==> config.mk <==
export PLATFORM = sky130hd
export DESIGN_NAME = radix_text_to_integer_unit
export DESIGN_NICKNAME = d
export VERILOG_FILES = /design/src/rtl/rtti_pkg.sv /design/src/rtl/rtti_cfg.sv /design/src/rtl/rtti_step.sv /design/src/rtl/radix_text_to_integer_unit.sv
export SDC_FILE = /design/constraint.sdc
export NUM_CORES = 1
export LEC_CHECK = 0
export BUFFER_PORTS_ARGS = -buffer_cell sky130_fd_sc_hd__buf_2
export CAP_MARGIN = 10
export CORE_MARGIN = 2
export CORE_UTILIZATION = 65
export CTS_CLUSTER_SIZE = 12
export DETAILED_ROUTE_END_ITERATION = 7
export PLACE_DENSITY_LB_ADDON = 0.12
export SLEW_MARGIN = 10
export SYNTH_ARGS = -nofsm -noshare
export SYNTH_HDL_FRONTEND = slang
export SYNTH_HIERARCHICAL = 1
export SYNTH_SLANG_ARGS = --single-unit
==> constraint.sdc <==
create_clock -name clk -period 26.1 [get_ports clk]
set_clock_uncertainty 0.15 [all_clocks]
set_input_delay 1.305 -clock clk [delete_from_list [all_inputs] [get_ports clk]]
set_output_delay 1.305 -clock clk [all_outputs]
set_load 0.02 [all_outputs]
==> src/rtl/rtti_pkg.sv <==
// ----------------------------------------------------------------------------
// rtti_pkg
// shared types and constants for the radix text to integer unit
// ----------------------------------------------------------------------------
package rtti_pkg;

    localparam int CODE_W   = 16;
    localparam int VALUE_W  = 64;
    localparam int RADIX_W  = 6;
    localparam int WSEL_W   = 2;
    localparam int CFG_IDX_W = 3;
    localparam int CFG_DATA_W = RADIX_W;

    // configuration register indexes
    typedef enum logic [CFG_IDX_W-1:0] {
        REG_RADIX              = 3'd0,
        REG_ALLOW_PLUS         = 3'd1,
        REG_ALLOW_LEADING_ZERO = 3'd2,
        REG_SIGNED_MODE        = 3'd3,
        REG_VALUE_WIDTH        = 3'd4
    } reg_idx_t;

    // result width selector codes
    localparam logic [WSEL_W-1:0] WSEL_8  = 2'd0;
    localparam logic [WSEL_W-1:0] WSEL_16 = 2'd1;
    localparam logic [WSEL_W-1:0] WSEL_32 = 2'd2;
    localparam logic [WSEL_W-1:0] WSEL_64 = 2'd3;

    typedef struct packed {
        logic [RADIX_W-1:0] radix;
        logic               allow_plus;
        logic               allow_leading_zero;
        logic               signed_mode;
        logic [WSEL_W-1:0]  value_width;
    } cfg_t;

    localparam cfg_t CFG_RESET = '{
        radix:              6'd10,
        allow_plus:         1'b0,
        allow_leading_zero: 1'b0,
        signed_mode:        1'b0,
        value_width:        WSEL_64
    };

    // per-string parse state
    typedef struct packed {
        logic [VALUE_W-1:0] acc;
        logic               at_start;
        logic               at_first_digit;
        logic               zero_led;
        logic               negative;
        logic               failed;
        logic               digit_seen;
    } parse_state_t;

    localparam parse_state_t STATE_RESET = '{
        acc:            '0,
        at_start:       1'b1,
        at_first_digit: 1'b0,
        zero_led:       1'b0,
        negative:       1'b0,
        failed:         1'b0,
        digit_seen:     1'b0
    };

    typedef struct packed {
        logic               ok;
        logic [VALUE_W-1:0] value;
    } result_t;

endpackage

==> src/rtl/rtti_cfg.sv <==
// ----------------------------------------------------------------------------
// rtti_cfg
// configuration register file, written by index, no read-back
// ----------------------------------------------------------------------------
module rtti_cfg (
    input  logic                             clk,
    input  logic                             rst_n,
    input  logic                             cfg_we,
    input  logic [rtti_pkg::CFG_IDX_W-1:0]   cfg_index,
    input  logic [rtti_pkg::CFG_DATA_W-1:0]  cfg_data,
    output rtti_pkg::cfg_t                   cfg
);
    import rtti_pkg::*;

    cfg_t cfg_reg;
    cfg_t cfg_next;

    always_comb
    begin
        cfg_next = cfg_reg;
        if (cfg_we)
        begin
            unique case (cfg_index)
                REG_RADIX:              cfg_next.radix = cfg_data;
                REG_ALLOW_PLUS:         cfg_next.allow_plus = cfg_data[0];
                REG_ALLOW_LEADING_ZERO: cfg_next.allow_leading_zero = cfg_data[0];
                REG_SIGNED_MODE:        cfg_next.signed_mode = cfg_data[0];
                REG_VALUE_WIDTH:        cfg_next.value_width = cfg_data[WSEL_W-1:0];
                default:                cfg_next = cfg_reg;
            endcase
        end
    end

    always_ff @(posedge clk or negedge rst_n)
    begin
        if (!rst_n)
        begin
            cfg_reg <= CFG_RESET;
        end
        else
        begin
            cfg_reg <= cfg_next;
        end
    end

    assign cfg = cfg_reg;

endmodule

==> src/rtl/rtti_step.sv <==
// ----------------------------------------------------------------------------
// rtti_step
// one character of parsing: digit decode, multiply-add, range check, result
// ----------------------------------------------------------------------------
module rtti_step (
    input  rtti_pkg::parse_state_t            st,
    input  logic [rtti_pkg::CODE_W-1:0]       code_unit,
    input  logic                              last,
    input  rtti_pkg::cfg_t                    cfg,
    output rtti_pkg::parse_state_t            st_next,
    output rtti_pkg::result_t                 res
);
    import rtti_pkg::*;

    localparam logic [CODE_W-1:0] CH_PLUS  = 16'h002B;
    localparam logic [CODE_W-1:0] CH_MINUS = 16'h002D;
    localparam logic [CODE_W-1:0] CH_ZERO  = 16'h0030;
    localparam logic [CODE_W-1:0] CH_NINE  = 16'h0039;
    localparam logic [CODE_W-1:0] CH_LA    = 16'h0061;
    localparam logic [CODE_W-1:0] CH_LZ    = 16'h007A;
    localparam logic [CODE_W-1:0] CH_UA    = 16'h0041;
    localparam logic [CODE_W-1:0] CH_UZ    = 16'h005A;
    localparam int PROD_W = VALUE_W + RADIX_W + 1;

    logic               is_digit;
    logic [RADIX_W-1:0] digit;
    logic               first;
    logic [VALUE_W-1:0] lim;
    logic [VALUE_W-1:0] umask;
    logic [PROD_W-1:0]  prod;
    parse_state_t       st_upd;
    logic [VALUE_W-1:0] mag;
    logic [VALUE_W-1:0] v;

    // digit decode: 0-9, a-z, A-Z
    always_comb
    begin
        is_digit = 1'b1;
        digit    = '0;
        if (code_unit >= CH_ZERO && code_unit <= CH_NINE)
            digit = RADIX_W'(code_unit - CH_ZERO);
        else if (code_unit >= CH_LA && code_unit <= CH_LZ)
            digit = RADIX_W'(code_unit - CH_LA + 16'd10);
        else if (code_unit >= CH_UA && code_unit <= CH_UZ)
            digit = RADIX_W'(code_unit - CH_UA + 16'd10);
        else
            is_digit = 1'b0;
    end

    // width mask and magnitude limit
    always_comb
    begin
        unique case (cfg.value_width)
            WSEL_8:  umask = {{(VALUE_W-8){1'b0}},  {8{1'b1}}};
            WSEL_16: umask = {{(VALUE_W-16){1'b0}}, {16{1'b1}}};
            WSEL_32: umask = {{(VALUE_W-32){1'b0}}, {32{1'b1}}};
            default: umask = {VALUE_W{1'b1}};
        endcase
        if (!cfg.signed_mode)
            lim = umask;
        else if (st.negative)
            lim = (umask >> 1) + VALUE_W'(1);
        else
            lim = umask >> 1;
    end

    // acc * radix + digit at full width, compared against the limit directly
    assign prod  = PROD_W'(st.acc) * cfg.radix + PROD_W'(digit);
    assign first = st.at_start | st.at_first_digit;

    always_comb
    begin
        st_upd = st;
        if (!st.failed)
        begin
            priority if (st.at_start && code_unit == CH_PLUS)
            begin
                if (!cfg.allow_plus)
                    st_upd.failed = 1'b1;
                else
                begin
                    st_upd.at_start       = 1'b0;
                    st_upd.at_first_digit = 1'b1;
                    st_upd.failed         = last;
                end
            end
            else if (st.at_start && code_unit == CH_MINUS && cfg.signed_mode)
            begin
                st_upd.negative       = 1'b1;
                st_upd.at_start       = 1'b0;
                st_upd.at_first_digit = 1'b1;
                st_upd.failed         = last;
            end
            else if (!first && st.zero_led && !cfg.allow_leading_zero)
                st_upd.failed = 1'b1;
            else if (!is_digit || digit >= cfg.radix)
                st_upd.failed = 1'b1;
            else if (prod > PROD_W'(lim))
                st_upd.failed = 1'b1;
            else
            begin
                st_upd.acc = prod[VALUE_W-1:0];
                if (first)
                    st_upd.zero_led = (code_unit == CH_ZERO);
                st_upd.at_start       = 1'b0;
                st_upd.at_first_digit = 1'b0;
                st_upd.digit_seen     = 1'b1;
            end
        end
    end

    // result formatting on the last character
    always_comb
    begin
        mag = st_upd.negative ? (VALUE_W'(0) - st_upd.acc) : st_upd.acc;
        v   = mag & umask;
        if (cfg.signed_mode)
        begin
            unique case (cfg.value_width)
                WSEL_8:  v = {{(VALUE_W-8){mag[7]}},   mag[7:0]};
                WSEL_16: v = {{(VALUE_W-16){mag[15]}}, mag[15:0]};
                WSEL_32: v = {{(VALUE_W-32){mag[31]}}, mag[31:0]};
                default: v = mag;
            endcase
        end
        res.ok    = !st_upd.failed && st_upd.digit_seen;
        res.value = res.ok ? v : '0;
    end

    assign st_next = last ? STATE_RESET : st_upd;

endmodule

==> src/rtl/radix_text_to_integer_unit.sv <==
// ----------------------------------------------------------------------------
// radix_text_to_integer_unit
// streams text characters in, gives one parsed integer per string
// ----------------------------------------------------------------------------
//  channel   dir  handshake          payload
//  s_*       in   s_tvalid/s_tready  s_tdata = code_unit, s_tlast = last
//  m_*       out  m_tvalid/m_tready  m_tdata = value, m_tuser = ok
//  cfg_*     in   cfg_we             cfg_index, cfg_data (no read-back)
//
// one item per cycle sustained unless a last character waits on a stalled
// result: an input register holds the character, the parse step (64x6
// multiply-add and range compare) runs between it and the parse-state and
// result registers, and a result is registered as its last character leaves
// a non-last character never waits on the output; a last character waits
// in the input register only while a previous result is still stalled
// reset puts the configuration at its defaults and the parser at string start
// ----------------------------------------------------------------------------
module radix_text_to_integer_unit (
    input  logic                             clk,
    input  logic                             rst_n,
    // slave side
    input  logic                             s_tvalid,
    output logic                             s_tready,
    input  logic [rtti_pkg::CODE_W-1:0]      s_tdata,   // [15:0] code_unit
    input  logic                             s_tlast,
    // master side
    output logic                             m_tvalid,
    input  logic                             m_tready,
    output logic [rtti_pkg::VALUE_W-1:0]     m_tdata,   // [63:0] value
    output logic [0:0]                       m_tuser,   // [0] ok
    // configuration
    input  logic                             cfg_we,
    input  logic [rtti_pkg::CFG_IDX_W-1:0]   cfg_index,
    input  logic [rtti_pkg::CFG_DATA_W-1:0]  cfg_data
);
    import rtti_pkg::*;

    cfg_t               cfg;

    // input register
    logic               in_v_reg;
    logic               in_v_next;
    logic [CODE_W-1:0]  in_code_reg;
    logic               in_last_reg;

    // parse state
    parse_state_t       st_reg;
    parse_state_t       st_step;

    // result register
    logic               out_v_reg;
    logic               out_v_next;
    result_t            out_reg;
    result_t            res_step;

    logic               adv;
    logic               s_take;

    rtti_cfg u_cfg (
        .clk       (clk),
        .rst_n     (rst_n),
        .cfg_we    (cfg_we),
        .cfg_index (cfg_index),
        .cfg_data  (cfg_data),
        .cfg       (cfg)
    );

    rtti_step u_step (
        .st        (st_reg),
        .code_unit (in_code_reg),
        .last      (in_last_reg),
        .cfg       (cfg),
        .st_next   (st_step),
        .res       (res_step)
    );

    // the held character moves on unless it ends a string and the result
    // register is still waiting on the consumer
    assign adv      = in_v_reg && (!in_last_reg || !out_v_reg || m_tready);
    assign s_tready = !in_v_reg || adv;
    assign s_take   = s_tvalid && s_tready;

    always_comb
    begin
        in_v_next = in_v_reg;
        if (s_take)
            in_v_next = 1'b1;
        else if (adv)
            in_v_next = 1'b0;

        out_v_next = out_v_reg;
        if (adv && in_last_reg)
            out_v_next = 1'b1;
        else if (m_tready)
            out_v_next = 1'b0;
    end

    always_ff @(posedge clk or negedge rst_n)
    begin
        if (!rst_n)
        begin
            in_v_reg  <= 1'b0;
            out_v_reg <= 1'b0;
            st_reg    <= STATE_RESET;
        end
        else
        begin
            in_v_reg  <= in_v_next;
            out_v_reg <= out_v_next;
            if (adv)
                st_reg <= st_step;
        end
    end

    // payload registers
    always_ff @(posedge clk)
    begin
        if (s_take)
        begin
            in_code_reg <= s_tdata;
            in_last_reg <= s_tlast;
        end
        if (adv && in_last_reg)
            out_reg <= res_step;
    end

    assign m_tvalid   = out_v_reg;
    assign m_tdata    = out_reg.value;
    assign m_tuser[0] = out_reg.ok;

    // a failed string yields a zero value
    a_fail_zero: assert property (@(posedge clk) disable iff (!rst_n)
        m_tvalid && !m_tuser[0] |-> m_tdata == '0)
        else $error("failed result carries a nonzero value");

    // the parser is back at string start after each last character
    a_clear: assert property (@(posedge clk) disable iff (!rst_n)
        adv && in_last_reg |=> st_reg.at_start && !st_reg.failed && !st_reg.digit_seen)
        else $error("parse state not cleared after end of string");

    // once failed, a string stays failed until its end
    a_fail_sticky: assert property (@(posedge clk) disable iff (!rst_n)
        st_reg.failed && adv && !in_last_reg |=> st_reg.failed)
        else $error("failure flag dropped mid-string");

    // unsigned 8-bit results fit in the low byte
    a_u8_range: assert property (@(posedge clk) disable iff (!rst_n)
        m_tvalid && m_tuser[0] && !cfg.signed_mode && cfg.value_width == WSEL_8
        |-> m_tdata[VALUE_W-1:8] == '0)
        else $error("unsigned 8-bit result out of range");

    // input stall only when the input register is occupied
    a_stall: assert property (@(posedge clk) disable iff (!rst_n)
        !s_tready |-> in_v_reg && in_last_reg && out_v_reg && !m_tready)
        else $error("input stalled without a pending result");

endmodule
==> impl_metrics.ini <==
[worst_setup_path]
critPathKind = flop to flop
slowest_delay_ps = 970
end_kind = flop
crit_fanout = 66
slowest_stage = a2111oi_1
worstPathRequired_ps = 26130
cp-start-kind = flop
rr_worst_depth = 38
path_common_cell = a21oi_1
crit_arrival_ps = 12650

[yosys]
synth_area_um2 = 27900
ys.flop_type = edfxtp_1
syn_nets = 3864
synth.most_common_cell = nand2_1
ys.warnings.count = 6
yosysSeqAreaShare_pct = 16.3
avgSynthCellArea_um2 = 8.34
yosys.cell_types.count = 96
synth_area_leaders = fa_1, ha_1, edfxtp_1, dfrtp_1, nand2_1
async_flop_share_pct = 50.3
synth_top_area_cell = fa_1
ys_seq_elements = 165
netlist.area_leader.share_pct = 18.1
synthTopCellsByCount = nand2_1, inv_1, fa_1
syn_inst = 3351
synth_edf_count = 82

[min_path]
hold_path_depth = 2
hold_class = flop to flop

[clocking]
clk-insertion-delay-late_ps = 460
post_cts_buffers = 0
cts_htree_levels = 4
cts_hold_buf = 0
cts.sinks = 165
cts_tree = built
clockBufferDepth = 2
root_buffer = clkbuf_16
cts_resized = 0
numCtsBuffers = 17
clk_pin_slew_ps = 70

[routing]
wl_mm = 91.0
ant_nets = 0
dr_total_vias = 25900
drtIter0Drc = 3402
drtPass1Iterations = 8
vias_per_cell = 6.78
drc_errors = 3
wl_per_cell_um = 23.8

[layout]
syn_to_final_growth_pct = 3.54
regArea_um2 = 4560
fin_nets = 3788
multi_input_area_um2 = 21400
antenna_cells = 0
final_cell_area_um2 = 28900
fillers = 3474
largest_reg_flops = 70
fin_cells = 3827
drive_above_1_share_pct = 9.22

[grt]
track_usage_pct = 41.2
grt_pass1_vias = 25000
antenna_found_initial = 1
grt_max_degree = 97
grt-ovfl-total = 0
grt_first_pass_wirelength_mm = 142

[floorplan]
io_pins = 98
die_w_um = 211
design.core.area_um2 = 42200
die-area_um2 = 44600
start_util_pct = 66.2
fp-row-count = 75
die_h_um = 211

[timing]
fin_ws_ps = 13480
rsz0062_at_grt = no
max_freq_mhz = 79.3
tns_ps = 0
drv_slew = 0
holdWs_ps = 387
fin_crit_sh_pct = 48.3
tightestPinTransition_ps = 1220
period_needed_ps = 12620
setup_viol = 0
hold_viol_final = 0
relSlewSlack_pct = 17.9

[run]
cap_viol_max_count = 0

[placement]
post-dp-hpwl_mm = 69.7
port_buffers = 97
dp_worst_setup_slack_ps = 13830
placed_cell_area_um2 = 28400
place.gp.congestion = 0.991
dpl.cell_count = 3795

[power]
ir_drop_uv = 57.1
p_leak_uw = 0.0143
power_density_nw_per_um2 = 24.4

[outcome]
violations = DRC
status = complete, but fails checks
## cell families after synthesis
group,count (synthesis),share of synthesized area [%]
mux,98,3.65
simple gates,1358,25.0
xor+xnor,112,3.51
compound gates,644,16.0
flops,165,16.3
fa+ha+maj,482,28.4
buf+inv,492,7.23
## power breakdown
part,internal (uW),switching (uW),total (uW)
logic,39.8,114,154
registers,286,12.5,298
clock network,136,118,254
total,461,245,706
## cell type report
| cell class | count | area share [%] |
|---|---|---|
| Clock inverter | 12 | 0.411 |
| Multi-Input combinational cell | 2694 | 74.0 |
| Sequential cell | 165 | 15.8 |
| Clock buffer | 20 | 1.54 |
| Tap cell | 539 | 2.33 |
| Timing Repair Buffer | 126 | 2.44 |
| Inverter | 271 | 3.52 |
## path summary, 6_finish.rpt
kind / slack (ps) / endpoint / from
worst max-delay path: 13480 / m_tdata[62] / u_cfg/cfg[6]
worst min-delay path: 390 / st_reg[0] / st_reg[0]
worst max register to register: 13480 / m_tdata[62] / u_cfg/cfg[6]
worst min register to register: 390 / st_reg[0] / st_reg[0]
max in group asynchronous: 23810 / in_v_reg / rst_n
min in group asynchronous: 620 / st_reg[14] / rst_n
## critical path, delay by kind of cell, from the launching register on
kind	cells	cell delay [ps]
AO/OA/AOI/OAI	16	4570
XOR/XNOR	2	590
adder cells (fa/ha/maj)	7	2990
buffers and inverters	3	720
flip-flops	1	520
AND/OR/NAND/NOR	10	2720
## metrics by stage
stage	utilization [%]	total power, uW
after floorplan	-	405
after global placement	67.1	447
after detailed placement	67.1	452
after CTS	68.5	704
after global routing	68.5	729
final	68.5	706
## per-layer routing
| metal | vias to the layer above | wire [um] | track usage, % |
|---|---|---|---|
| li1 | 11400 | - | - |
| met1 | 12700 | 37500 | 59.2 |
| met2 | 1657 | 37700 | 58.2 |
| met3 | 197 | 13000 | 13.9 |
| met4 | 0 | 2800 | 13.3 |
| met5 | - | 0 | 0 |
## cells in the final DEF (no fill, tap or decap), types with 57 or more instances in the layout
master	netlist	final
mux2i_1	75	75
nand4b_1	72	72
ha_1	230	230
buf_2	39	96
nand2b_1	85	85
inv_1	271	271
dfrtp_1	78	72
a21oi_1	221	220
o211ai_2	70	70
nand2_1	487	487
o21ai_0	109	109
edfxtp_1	82	82
and2_1	181	181
fa_1	252	252
nor3_1	57	57
nor2_1	219	218
xnor2_1	62	62
No activity file was read; power rests on OpenSTA's default activity.
